### config.mk
export PLATFORM = sky130hd
export DESIGN_NAME = angle_window_statistics
export DESIGN_NICKNAME = d
export VERILOG_FILES = /design/src/hw/rtl/awstat_pkg.sv /design/src/hw/rtl/angle_window_statistics.sv /design/src/hw/rtl/awstat_deviation.sv
export SDC_FILE = /design/constraint.sdc
export NUM_CORES = 2
export LEC_CHECK = 0
export BUFFER_PORTS_ARGS = -buffer_cell sky130_fd_sc_hd__buf_2
export CAP_MARGIN = 40
export CORE_MARGIN = 5
export CORE_UTILIZATION = 30
export CTS_CLUSTER_SIZE = 10
export DETAILED_ROUTE_END_ITERATION = 10
export GPL_TIMING_DRIVEN = 0
export PLACE_DENSITY = 0.54
export REMOVE_ABC_BUFFERS = 1
export SLEW_MARGIN = 20
export SYNTH_ARGS = -nofsm -noshare
export SYNTH_HDL_FRONTEND = slang
export SYNTH_SLANG_ARGS = --single-unit
export TNS_END_PERCENT = 5
### constraint.sdc
create_clock -name clk_i -period 8.85 [get_ports clk_i]
set_input_delay 0.885 -clock clk_i [delete_from_list [all_inputs] [get_ports clk_i]]
set_output_delay 0.885 -clock clk_i [all_outputs]
set_load 0.02 [all_outputs]
### src/hw/rtl/awstat_pkg.sv
package awstat_pkg;

  // Angle format: one turn in whole counts, plus fractional bits
  localparam int unsigned COUNTS_PER_TURN = 16384;
  localparam int unsigned FRACTION_BITS   = 8;
  localparam int unsigned RAW_W           = $clog2(COUNTS_PER_TURN);
  localparam int unsigned ANGLE_W         = RAW_W + FRACTION_BITS;
  localparam int unsigned ROUND_HALF      = 1 << (FRACTION_BITS - 1);

  // Deviation spans plus or minus half a turn in whole counts
  localparam int unsigned DEV_W    = RAW_W + 1;
  localparam int unsigned SPREAD_W = 15;

  // Residual and accumulators
  localparam int unsigned RES_W = 14;
  localparam int unsigned SQ_W  = 2 * RES_W - 1;
  localparam int unsigned CNT_W = 32;
  localparam int unsigned SUM_W = 64;

  typedef enum logic [1:0] {
    ACT_SAMPLE   = 2'd0,
    ACT_MISS     = 2'd1,
    ACT_SNAPSHOT = 2'd2
  } action_e;

endpackage

### src/hw/rtl/angle_window_statistics.sv
// Window statistics over encoder samples. Each input transaction carries one action: a good
// sample, a missed read, or a snapshot. A snapshot produces one output transaction with the
// window's counts, raw and filtered peak-to-peak spreads and the sum of squared residuals,
// then clears the window; the other actions produce no output. Counters and the sum saturate.
// Throughput is one transaction per cycle unless a snapshot meets a full output register.
// Inputs and the residual square are registered ahead of the window state update.
module angle_window_statistics (
  input  logic                                  clk_i,
  input  logic                                  rst_ni,
  input  logic                                  in_valid_i,
  output logic                                  in_ready_o,
  input  logic [1:0]                            action_i,
  input  logic [awstat_pkg::RAW_W-1:0]          raw_angle_i,
  input  logic [awstat_pkg::ANGLE_W-1:0]        filtered_angle_i,
  input  logic signed [awstat_pkg::RES_W-1:0]   residual_i,
  input  logic                                  was_gated_i,
  input  logic                                  is_locked_i,
  output logic                                  out_valid_o,
  input  logic                                  out_ready_i,
  output logic [awstat_pkg::CNT_W-1:0]          sample_count_o,
  output logic [awstat_pkg::CNT_W-1:0]          miss_count_o,
  output logic [awstat_pkg::CNT_W-1:0]          gated_count_o,
  output logic [awstat_pkg::SPREAD_W-1:0]       raw_spread_o,
  output logic [awstat_pkg::SPREAD_W-1:0]       filtered_spread_o,
  output logic [awstat_pkg::SUM_W-1:0]          residual_square_sum_o
);

  localparam int unsigned CNT_W = awstat_pkg::CNT_W;
  localparam int unsigned SUM_W = awstat_pkg::SUM_W;
  localparam int unsigned DEV_W = awstat_pkg::DEV_W;

  // Input stage
  logic                              s1_valid_q;
  logic [1:0]                        s1_action_q;
  logic [awstat_pkg::RAW_W-1:0]      s1_raw_q;
  logic [awstat_pkg::ANGLE_W-1:0]    s1_filt_q;
  logic                              s1_gated_q;
  logic                              s1_locked_q;
  logic [awstat_pkg::SQ_W-1:0]       s1_sq_q;
  logic signed [2*awstat_pkg::RES_W-1:0] res_prod;

  // Window state
  logic                              ref_valid_q, ref_valid_d;
  logic [awstat_pkg::ANGLE_W-1:0]    ref_q, ref_d;
  logic signed [DEV_W-1:0]           raw_low_q, raw_low_d;
  logic signed [DEV_W-1:0]           raw_high_q, raw_high_d;
  logic signed [DEV_W-1:0]           filt_low_q, filt_low_d;
  logic signed [DEV_W-1:0]           filt_high_q, filt_high_d;
  logic [CNT_W-1:0]                  acc_q, acc_d;
  logic [CNT_W-1:0]                  miss_q, miss_d;
  logic [CNT_W-1:0]                  gated_q, gated_d;
  logic [SUM_W-1:0]                  sum_q, sum_d;

  // Output register
  logic                              out_valid_q;
  logic [CNT_W-1:0]                  out_acc_q, out_miss_q, out_gated_q;
  logic [awstat_pkg::SPREAD_W-1:0]   out_raw_spread_q, out_filt_spread_q;
  logic [SUM_W-1:0]                  out_sum_q;

  logic                              in_fire;
  logic                              s1_fire;
  logic                              snap_fire;
  logic [awstat_pkg::ANGLE_W-1:0]    ref_base;
  logic [awstat_pkg::ANGLE_W-1:0]    raw_fixed;
  logic signed [DEV_W-1:0]           raw_dev, filt_dev;
  logic signed [DEV_W-1:0]           raw_low_base, raw_high_base;
  logic signed [DEV_W-1:0]           filt_low_base, filt_high_base;
  logic [SUM_W:0]                    sum_ext;
  logic signed [DEV_W:0]             raw_diff, filt_diff;
  logic [awstat_pkg::SPREAD_W-1:0]   raw_spread, filt_spread;

  // Handshake: stage 1 stalls only on a snapshot facing a full output register
  assign s1_fire    = s1_valid_q && ((s1_action_q != awstat_pkg::ACT_SNAPSHOT) ||
                                     !out_valid_q || out_ready_i);
  assign snap_fire  = s1_fire && (s1_action_q == awstat_pkg::ACT_SNAPSHOT);
  assign in_ready_o = !s1_valid_q || s1_fire;
  assign in_fire    = in_valid_i && in_ready_o;

  // Square the residual on the way in
  assign res_prod = residual_i * residual_i;

  always_ff @(posedge clk_i or negedge rst_ni) begin
    if (!rst_ni) begin
      s1_valid_q <= 1'b0;
    end else if (in_fire) begin
      s1_valid_q <= 1'b1;
    end else if (s1_fire) begin
      s1_valid_q <= 1'b0;
    end
  end

  always_ff @(posedge clk_i) begin
    if (in_fire) begin
      s1_action_q <= action_i;
      s1_raw_q    <= raw_angle_i;
      s1_filt_q   <= filtered_angle_i;
      s1_gated_q  <= was_gated_i;
      s1_locked_q <= is_locked_i;
      s1_sq_q     <= res_prod[awstat_pkg::SQ_W-1:0];
    end
  end

  // Deviations against the reference; the first accounted sample is its own reference
  assign ref_base  = ref_valid_q ? ref_q : s1_filt_q;
  assign raw_fixed = {s1_raw_q, {awstat_pkg::FRACTION_BITS{1'b0}}};

  awstat_deviation u_raw_dev (
    .angle_i (raw_fixed),
    .ref_i   (ref_base),
    .dev_o   (raw_dev)
  );

  awstat_deviation u_filt_dev (
    .angle_i (s1_filt_q),
    .ref_i   (ref_base),
    .dev_o   (filt_dev)
  );

  assign raw_low_base   = ref_valid_q ? raw_low_q   : '0;
  assign raw_high_base  = ref_valid_q ? raw_high_q  : '0;
  assign filt_low_base  = ref_valid_q ? filt_low_q  : '0;
  assign filt_high_base = ref_valid_q ? filt_high_q : '0;

  assign sum_ext = {1'b0, sum_q} + (SUM_W + 1)'(s1_sq_q);

  // Window state update
  always_comb begin
    ref_valid_d = ref_valid_q;
    ref_d       = ref_q;
    raw_low_d   = raw_low_q;
    raw_high_d  = raw_high_q;
    filt_low_d  = filt_low_q;
    filt_high_d = filt_high_q;
    acc_d       = acc_q;
    miss_d      = miss_q;
    gated_d     = gated_q;
    sum_d       = sum_q;
    if (s1_fire) begin
      case (s1_action_q)
        awstat_pkg::ACT_SAMPLE: begin
          if (s1_gated_q) begin
            gated_d = (gated_q == '1) ? gated_q : gated_q + 1'b1;
          end else if (s1_locked_q) begin
            ref_valid_d = 1'b1;
            ref_d       = ref_base;
            raw_low_d   = (raw_dev < raw_low_base)    ? raw_dev  : raw_low_base;
            raw_high_d  = (raw_dev > raw_high_base)   ? raw_dev  : raw_high_base;
            filt_low_d  = (filt_dev < filt_low_base)  ? filt_dev : filt_low_base;
            filt_high_d = (filt_dev > filt_high_base) ? filt_dev : filt_high_base;
            sum_d       = sum_ext[SUM_W] ? '1 : sum_ext[SUM_W-1:0];
            acc_d       = (acc_q == '1) ? acc_q : acc_q + 1'b1;
          end
        end
        awstat_pkg::ACT_MISS: begin
          miss_d = (miss_q == '1) ? miss_q : miss_q + 1'b1;
        end
        awstat_pkg::ACT_SNAPSHOT: begin
          ref_valid_d = 1'b0;
          ref_d       = '0;
          raw_low_d   = '0;
          raw_high_d  = '0;
          filt_low_d  = '0;
          filt_high_d = '0;
          acc_d       = '0;
          miss_d      = '0;
          gated_d     = '0;
          sum_d       = '0;
        end
        default: begin
          // unused code: drop the transaction
        end
      endcase
    end
  end

  always_ff @(posedge clk_i or negedge rst_ni) begin
    if (!rst_ni) begin
      ref_valid_q <= 1'b0;
      ref_q       <= '0;
      raw_low_q   <= '0;
      raw_high_q  <= '0;
      filt_low_q  <= '0;
      filt_high_q <= '0;
      acc_q       <= '0;
      miss_q      <= '0;
      gated_q     <= '0;
      sum_q       <= '0;
    end else begin
      ref_valid_q <= ref_valid_d;
      ref_q       <= ref_d;
      raw_low_q   <= raw_low_d;
      raw_high_q  <= raw_high_d;
      filt_low_q  <= filt_low_d;
      filt_high_q <= filt_high_d;
      acc_q       <= acc_d;
      miss_q      <= miss_d;
      gated_q     <= gated_d;
      sum_q       <= sum_d;
    end
  end

  // Spreads: zero for an empty window, clamp a negative span to zero
  assign raw_diff  = {raw_high_q[DEV_W-1], raw_high_q} - {raw_low_q[DEV_W-1], raw_low_q};
  assign filt_diff = {filt_high_q[DEV_W-1], filt_high_q} - {filt_low_q[DEV_W-1], filt_low_q};
  assign raw_spread  = ((acc_q == '0) || raw_diff[DEV_W])  ? '0 :
                       raw_diff[awstat_pkg::SPREAD_W-1:0];
  assign filt_spread = ((acc_q == '0) || filt_diff[DEV_W]) ? '0 :
                       filt_diff[awstat_pkg::SPREAD_W-1:0];

  // Output register: load on snapshot, hold until taken
  always_ff @(posedge clk_i or negedge rst_ni) begin
    if (!rst_ni) begin
      out_valid_q <= 1'b0;
    end else if (snap_fire) begin
      out_valid_q <= 1'b1;
    end else if (out_ready_i) begin
      out_valid_q <= 1'b0;
    end
  end

  always_ff @(posedge clk_i) begin
    if (snap_fire) begin
      out_acc_q         <= acc_q;
      out_miss_q        <= miss_q;
      out_gated_q       <= gated_q;
      out_raw_spread_q  <= raw_spread;
      out_filt_spread_q <= filt_spread;
      out_sum_q         <= sum_q;
    end
  end

  assign out_valid_o           = out_valid_q;
  assign sample_count_o        = out_acc_q;
  assign miss_count_o          = out_miss_q;
  assign gated_count_o         = out_gated_q;
  assign raw_spread_o          = out_raw_spread_q;
  assign filtered_spread_o     = out_filt_spread_q;
  assign residual_square_sum_o = out_sum_q;

`ifndef SYNTHESIS
  // The reference is latched exactly when the window holds an accounted sample
  assert property (@(posedge clk_i) disable iff (!rst_ni)
    ref_valid_q == (acc_q != '0))
    else $error("reference valid out of step with sample count");

  // Without a reference the extremes stay cleared
  assert property (@(posedge clk_i) disable iff (!rst_ni)
    !ref_valid_q |-> (raw_low_q == '0 && raw_high_q == '0 &&
                      filt_low_q == '0 && filt_high_q == '0))
    else $error("extremes set without a reference");

  // A snapshot empties the window and fills the output register
  assert property (@(posedge clk_i) disable iff (!rst_ni)
    snap_fire |=> (out_valid_q && acc_q == '0 && miss_q == '0 &&
                   gated_q == '0 && sum_q == '0))
    else $error("snapshot did not clear the window");

  // Input stalls only behind a snapshot waiting on a full output register
  assert property (@(posedge clk_i) disable iff (!rst_ni)
    !in_ready_o |-> (s1_valid_q && s1_action_q == awstat_pkg::ACT_SNAPSHOT &&
                     out_valid_q && !out_ready_i))
    else $error("input stalled without cause");

  // An empty window reports zero spreads
  assert property (@(posedge clk_i) disable iff (!rst_ni)
    (out_valid_q && out_acc_q == '0) |->
      (out_raw_spread_q == '0 && out_filt_spread_q == '0))
    else $error("nonzero spread for an empty window");
`endif

endmodule

### src/hw/rtl/awstat_deviation.sv
module awstat_deviation (
  input  logic        [awstat_pkg::ANGLE_W-1:0] angle_i,
  input  logic        [awstat_pkg::ANGLE_W-1:0] ref_i,
  output logic signed [awstat_pkg::DEV_W-1:0]   dev_o
);

  logic [awstat_pkg::ANGLE_W-1:0]                       diff;
  logic [awstat_pkg::ANGLE_W-1:0]                       mag;
  logic [awstat_pkg::ANGLE_W-1:0]                       mag_rnd;
  logic [awstat_pkg::ANGLE_W-awstat_pkg::FRACTION_BITS-1:0] whole;
  logic [awstat_pkg::DEV_W-1:0]                         whole_ext;
  logic                                                 neg;

  // Wrap the difference to one turn; the top bit then marks the negative half
  assign diff = angle_i - ref_i;
  assign neg  = diff[awstat_pkg::ANGLE_W-1];

  // Round the magnitude to whole counts, ties away from zero
  assign mag       = neg ? (~diff + 1'b1) : diff;
  assign mag_rnd   = mag + awstat_pkg::ANGLE_W'(awstat_pkg::ROUND_HALF);
  assign whole     = mag_rnd[awstat_pkg::ANGLE_W-1:awstat_pkg::FRACTION_BITS];
  assign whole_ext = {1'b0, whole};

  // Restore the sign
  assign dev_o = neg ? (~whole_ext + 1'b1) : whole_ext;

endmodule

* Word-level counts from Yosys, hierarchy flattened
Index checks and enable logic that the tools add are counted.
** Storage, ports and cells
- Register bits :: 502
- Latch bits :: 0
- Memory bits (writable) :: 0
- Bits in read-only memories :: 0
- Input bits :: 58
- Output and inout port bits :: 192
- Logic and storage cells :: 127
- Memories :: 0
** Operators by class
- $add $sub $neg :: 14
- $mul :: 1
- Div/mod/pow operators :: 0
- $lt $le $gt $ge :: 4
- Equal/unequal tests :: 12
- Shifts and indexed selects :: 0
- Mux-type cells :: 48
- Bitwise gates (word level) :: 4
- Reduce and logical (&&, ||, !) cells :: 20
** Operators with widths (count)
- 2-to-1 mux 15 bit :: 18
- 2-to-1 mux 32 bit :: 6
- 2-to-1 mux 64 bit :: 3
- one-hot mux 32 bit (2 select lines) :: 3
- one-hot mux 64 bit (2 select lines) :: 1
- one-hot mux 15 bit (2 select lines) :: 4
- 2-to-1 mux 22 bit :: 5
- adder 32 x 1 -> 32 bit (second input constant) :: 3
- equality test 32 bit (second input constant) :: 3
- adder 64 x 27 -> 65 bit :: 1
- adder 22 x 1 -> 22 bit (second input constant) :: 2
- adder 22 x 8 -> 22 bit (second input constant) :: 2
- inverter 22 bit :: 2
- one-hot mux 22 bit (2 select lines) :: 1
- subtractor 22 bit :: 2
- logical NOT 32 bit :: 1
- subtractor 15 x 15 -> 16 bit :: 2
- adder 15 x 1 -> 15 bit (second input constant) :: 2
- greater-than comparator 15 bit :: 2
- < comparator 15 bit :: 2
- inverter 14 -> 15 bit :: 2
- multiplier 14 x 14 -> 27 bit :: 1
- inequality test 2 bit (second input constant) :: 7
- AND reduction 4 bit :: 2
- other kinds (11) :: 26

* Longest topological paths before layout
- Depth after elaboration :: 14
- Mapped depth :: 44
- Gate-level depth less buffers :: 37

* Cells and area by module
From an unflattened synthesis, not the netlist that was laid out.
** Unflattened totals
- Cell total of the unflattened synthesis :: 3647
- Area, all modules :: 36049.6 µm²
** Modules (own cells, without submodules)
- angle_window_statistics :: times used 1, cells an instance 2815, area each 30414.2 µm², seq. area each 13818.3 µm²
- awstat_deviation :: times used 2, cells an instance 416, area each 2817.7 µm², seq. area each 0.0 µm²

* Least setup slack after synthesis
Ideal clock, no wire load.
- Path type :: register to register
- Start :: register ref_valid_q
- End :: register filt_low_q[10]
- Setup time :: 0.121 ns
- Arrival :: 8.981 ns
- Required time :: 8.729 ns
- Path slack :: -0.252 ns
- Stages on the path, launching flop included :: 45
- Buffers on the path :: 9
- Clock period less this slack :: 9.102 ns
- Cells stage by stage :: dfrtp_1 clkbuf_1 buf_2 clkbuf_8 clkbuf_1 buf_1 mux2i_1 ha_1 clkbuf_1 nand2_1 o21ai_0 a21o_2 a311oi_1 or4_1 a21o_2 nand2_1 buf_2 buf_1 [9 not listed] o21ai_0 ha_1 a21o_1 a21o_1 a21o_1 a21o_1 a21o_1 a21o_1 a21oi_1 o21ai_0 a31o_2 nand3_1 a311oi_1 a2111oi_2 nand4_2 a31o_4 buf_6 a22o_1
** On the way
- Cells in the longest elaborated chain, start to end :: 14
- Elaborated cells between the ends (all ways) :: 15
- Those cells by class :: 4 x add/sub; 1 x order compare; 8 x mux; 2 x bitwise
** RTL lines
- from (decl) :: RTL line angle_window_statistics.sv:43 : logic ref_valid_q, ref_valid_d;
- from (signal assigned) :: RTL line angle_window_statistics.sv:189 : ref_valid_q <= ref_valid_d;
- 2-to-1 mux 22 bit :: RTL line angle_window_statistics.sv:104 : assign ref_base = ref_valid_q ? ref_q : s1_filt_q;
- subtractor 22 bit :: RTL line awstat_deviation.sv:15 : assign diff = angle_i - ref_i;
- inverter 22 bit :: RTL line awstat_deviation.sv:19 : assign mag = neg ? (~diff + 1'b1) : diff;
- adder 22 x 1 -> 22 bit :: RTL line awstat_deviation.sv:19
- 2-to-1 mux 22 bit :: RTL line awstat_deviation.sv:19
- adder 22 x 8 -> 22 bit :: RTL line awstat_deviation.sv:20 : assign mag_rnd = mag + awstat_pkg::ANGLE_W'(awstat_pkg::ROUND_HALF);
- inverter 14 -> 15 bit :: RTL line awstat_deviation.sv:25 : assign dev_o = neg ? (~whole_ext + 1'b1) : whole_ext;
- adder 15 x 1 -> 15 bit :: RTL line awstat_deviation.sv:25
- 2-to-1 mux 15 bit :: RTL line awstat_deviation.sv:25
- < comparator 15 bit :: RTL line angle_window_statistics.sv:148 : filt_low_d = (filt_dev < filt_low_base) ? filt_dev : filt_low_base;
- 2-to-1 mux 15 bit (*) :: RTL line angle_window_statistics.sv:148
- 2-to-1 mux 15 bit (*) :: RTL line angle_window_statistics.sv:143 : end else if (s1_locked_q) begin
- 2-to-1 mux 15 bit (*) :: RTL line angle_window_statistics.sv:141 : if (s1_gated_q) begin
- one-hot mux 15 bit (2 select lines) (*) :: RTL line angle_window_statistics.sv:139 : case (s1_action_q)
- to (signal assigned) :: RTL line angle_window_statistics.sv:193 : filt_low_q <= filt_low_d;
- to (decl) :: RTL line angle_window_statistics.sv:47 : logic signed [DEV_W-1:0] filt_low_q, filt_low_d;
Mark *: on every way between the ends. The rest lies on a longest branch, timed or not. The select of a mux whose other input is x is not followed.
A chain may end at the register's enable or synchronous reset.

* Worst setup path after layout
- Start :: register ref_valid_q
- End :: register filt_high_q[9]
** On the way
- Cells in the longest elaborated chain, start to end :: 14
- Elaborated cells between the ends (all ways) :: 15
- Those cells by class :: 4 x add/sub; 1 x order compare; 8 x mux; 2 x bitwise
** RTL lines
- 2-to-1 mux 22 bit :: RTL line angle_window_statistics.sv:104
- subtractor 22 bit :: RTL line awstat_deviation.sv:15
- inverter 22 bit :: RTL line awstat_deviation.sv:19
- adder 22 x 1 -> 22 bit :: RTL line awstat_deviation.sv:19
- 2-to-1 mux 22 bit :: RTL line awstat_deviation.sv:19
- adder 22 x 8 -> 22 bit :: RTL line awstat_deviation.sv:20
- inverter 14 -> 15 bit :: RTL line awstat_deviation.sv:25
- adder 15 x 1 -> 15 bit :: RTL line awstat_deviation.sv:25
- 2-to-1 mux 15 bit :: RTL line awstat_deviation.sv:25
- greater-than comparator 15 bit :: RTL line angle_window_statistics.sv:149 : filt_high_d = (filt_dev > filt_high_base) ? filt_dev : filt_high_base;
- 2-to-1 mux 15 bit (*) :: RTL line angle_window_statistics.sv:149
- 2-to-1 mux 15 bit (*) :: RTL line angle_window_statistics.sv:143
- 2-to-1 mux 15 bit (*) :: RTL line angle_window_statistics.sv:141
- one-hot mux 15 bit (2 select lines) (*) :: RTL line angle_window_statistics.sv:139
- to (signal assigned) :: RTL line angle_window_statistics.sv:194 : filt_high_q <= filt_high_d;
- to (decl) :: RTL line angle_window_statistics.sv:48 : logic signed [DEV_W-1:0] filt_high_q, filt_high_d;
Marks and branches as above.

==> flow_metrics.py <==
metrics = {
    "critical_path": {
        "worstSetupStartpointType": "register",
        "end_kind": "register",
        "crit_arrival_ns": 8.78,
        "critPathKind": "reg2reg",
        "crit_end": "filt_high_q[9]$_DFFE_PN0P_",
        "cp_max_fo": 15,
        "critPathSlowestCell": "dfrtp_4",
        "r2r_setup_slack_ns": 0.56,
        "cp_common_cell": "ha_1",
        "r2r-start": "ref_valid_q$_DFFE_PN0P_",
        "startpoint": "ref_valid_q$_DFFE_PN0P_",
        "cpPeakStageDelay_ns": 0.53,
        "worst_r2r_endpoint": "filt_high_q[9]$_DFFE_PN0P_",
        "required_ns": 9.34,
        "reg2reg_depth": 33,
    },
    "timing": {
        "setup_viol": 0,
        "period_share": 0.937,
        "finClkSkew_ns": 0.0296,
        "worstMarginPinSlew_ns": 0.859,
        "fmax_ghz": 0.121,
        "fin_crit_ns": 8.29,
        "finalHoldViolCount": 0,
        "relSlewSlack": 0.425,
        "finalMaxSlewViolations": 0,
        "post-route-worst-setup-slack_ns": 0.559,
    },
    "route": {
        "drc": 0,
        "routed_wl_um": 88100,
        "via_per_inst": 4.91,
        "vias": 25172,
        "drt-wirelength-per-cell_um": 17.2,
        "dr.pass1.iters": 5,
        "drt_iter0_markers": 1303,
        "antenna_left": 0,
    },
    "power_and_ir_drop": {
        "p_leak_nw": 17.2,
        "ir_drop_mv": 0.230,
        "report.power.total_mw": 13.0,
        "pwr_density_cell_nw_per_um2": 330,
    },
    "logic_synthesis": {
        "synth_edf_count": 256,
        "postSynth.topFlopCell": "edfxtp_1",
        "yosysWarnings": 0,
        "syn-cell-area_um2": 34100,
        "synth.distinct_cells": 109,
        "async_flop_share": 0.489,
        "synth_top_area_share": 0.225,
        "avgSynthCellArea_um2": 10.2,
        "yosys_register_bits": 501,
        "yosys-top-cells-area": "edfxtp_1 23%, dfrtp_1 18%, fa_1 10%",
        "synth_cells": 3337,
        "ys_seq_area_frac": 0.405,
        "synth_top_area_cell": "edfxtp_1",
    },
    "placement": {
        "numPortBuffers": 249,
        "place_ws_ns": -0.896,
        "gp_congestion": 0.856,
        "dpl.hpwl_um": 65800,
    },
    "clocking": {
        "cts_sinks": 501,
        "cts_tree": "yes",
        "cts-root-buf": "clkbuf_16",
        "cts_buffers": 60,
        "insertion_delay_ns": 0.63,
        "ctsHtreeMaxLevel": 2,
        "path_clk_slew_ns": 0.06,
        "cts_hold_buf": 0,
        "cts.path.max_buffers": 3,
    },
    "grt": {
        "grt_max_degree": 93,
        "grt-ovfl-total": 0,
        "top_usage_layer": "met2",
        "grt_pass1_wl_um": 141000,
        "grt_pass1_vias": 25246,
        "grtUsageMet1": 0.193,
        "use_met3": 0.0223,
        "antenna_found_initial": 5,
        "grt_use_total": 0.143,
        "met2_usage": 0.238,
    },
    "run": {
        "maxCapViolations": 0,
    },
    "layout": {
        "syn2layout_area_growth_pct": 15.3,
        "nFillCells": 11372,
        "layout-drive-gt1-share": 0.121,
        "finalNetCount": 4022,
        "final_util": 0.349,
        "n_antenna_cell": 0,
    },
    "floorplan": {
        "io_pins": 250,
        "coreArea_um2": 113000,
        "num_rows": 123,
        "initial_utilization": 0.303,
        "die_w_um": 347,
        "die-area_um2": 121000,
        "die_y_um": 347,
    },
    "min_path": {
        "min_path_type": "in2async",
    },
    "status": {
        "status": "completed",
    },
}
## timing repair
action,CTS,global route
setup buffers,3,5
cloned,0,1
hold endpoints to repair,0,0
pin swaps,1,3
setup endpoints to repair,29,54
resized for setup,11,17
## critical path, delay by kind of cell, from the launching register on
family                   cells  cell delay (ns)
flip-flops                   1             0.53
AO/OA/AOI/OAI               10             2.58
XOR/XNOR                     3             0.68
AND/OR/NAND/NOR             11             2.39
adder cells (fa/ha/maj)      3             0.84
buffers and inverters        4             0.63
multiplexers                 2             0.50
## layout make-up
class / count / area (um^2) / area share
Clock inverter: 8 / 82.6 / 0.00210
Inverter: 283 / 1070 / 0.0272
Tap cell: 1500 / 1880 / 0.0477
Clock buffer: 105 / 1750 / 0.0445
Sequential cell: 501 / 13800 / 0.351
Multi-Input combinational cell: 2446 / 19000 / 0.482
Timing Repair Buffer: 279 / 1780 / 0.0453
## per-layer routing
metal	up-vias	part of all wire	wire length [um]
met5	-	0	0
met4	0	0.029	2580
met3	122	0.043	3770
met2	478	0.46	40900
met1	12300	0.46	40900
li1	12272	-	-
## flip-flops by register name, indices dropped and copies added (netlist names), 26 cells and up
name,cells
residual_square_sum_o,64
sum_q,64
acc_q,32
gated_count_o,32
gated_q,32
miss_count_o,32
miss_q,32
sample_count_o,32
s1_sq_q,26
## how the worst min path moves through the flow
stage	start	depth (start not counted)	endpoint
2_1_floorplan	sum_q[48]$_DFFE_PN0P_	0	residual_square_sum_o[48]$_DFFE_PP_
3_3_place_gp	ref_q[18]$_DFFE_PN0P_	2	ref_q[18]$_DFFE_PN0P_
3_5_place_dp	sum_q[12]$_DFFE_PN0P_	0	residual_square_sum_o[12]$_DFFE_PP_
4_1_cts	rst_ni	1	ref_q[19]$_DFFE_PN0P_
5_1_grt	rst_ni	1	ref_q[19]$_DFFE_PN0P_
6_report	rst_ni	1	ref_q[19]$_DFFE_PN0P_
## through the flow
step	setup TNS (ns)	instances	instance area (um^2)	hold WS (ns)
2_1_floorplan	-19.35	3229	33600	0.447
3_3_place_gp	-1432.61	4978	36800	0.462
3_5_place_dp	-20.21	4997	37300	0.467
4_1_cts	0	5113	39200	0.0975
5_1_grt	-0.00555	5122	39400	0.115
6_report	0	5122	39400	0.141
## report_power, final
group	switching [mW]	internal (mW)
logic	4.29	3.24
clock network	0.975	1.36
registers	0.177	2.97
total	5.44	7.56
## cells by family after synthesis
| family | share of synthesized area |
|---|---|
| AO/OA/AOI/OAI | 0.135 |
| XOR/XNOR | 0.0627 |
| adder cells (fa/ha/maj) | 0.182 |
| buffers and inverters | 0.0456 |
| flip-flops | 0.405 |
| multiplexers | 0.0112 |
| AND/OR/NAND/NOR | 0.158 |
## cell usage in the layout, fill, tap and decap left out, drive strengths merged, types with 9 or more instances in the layout
cell type | netlist | layout
a21o | 62 | 62
and3 | 51 | 51
or3 | 22 | 22
nand3 | 81 | 81
ha | 219 | 219
and2 | 79 | 79
fa | 174 | 174
buf | 19 | 275
nand2 | 341 | 341
inv | 283 | 285
a31oi | 29 | 29
nand2b | 35 | 35
nor4 | 24 | 24
xor2 | 105 | 105
mux2i | 31 | 31
or2 | 9 | 9
clkbuf | 89 | 109
a211oi | 17 | 17
a22o | 55 | 55
a21boi | 17 | 17
nand3b | 15 | 15
edfxtp | 256 | 256
o21a | 13 | 13
o211ai | 20 | 20
a21oi | 108 | 108
nand4 | 44 | 44
o21ai | 190 | 190
o21bai | 20 | 20
o31ai | 26 | 26
nor2b | 31 | 31
xnor2 | 131 | 131
nor3 | 69 | 69
or4 | 11 | 11
nor2 | 252 | 253
dfrtp | 245 | 245
nor3b | 9 | 9
## Yosys cell counts, types with 43 or more instances
| library cell | count |
|---|---|
| nand2_1 | 341 |
| inv_1 | 283 |
| edfxtp_1 | 256 |
| nor2_1 | 252 |
| dfrtp_1 | 245 |
| ha_1 | 219 |
| o21ai_0 | 177 |
| fa_1 | 174 |
| xnor2_1 | 130 |
| a21oi_1 | 106 |
| xor2_1 | 105 |
| clkbuf_1 | 84 |
| nand3_1 | 81 |
| and2_1 | 76 |
| nor3_1 | 67 |
| a21o_1 | 60 |
| a22o_1 | 55 |
| and3_1 | 50 |
| nand4_1 | 43 |
Note: power is estimated with default switching activity, not from simulation.
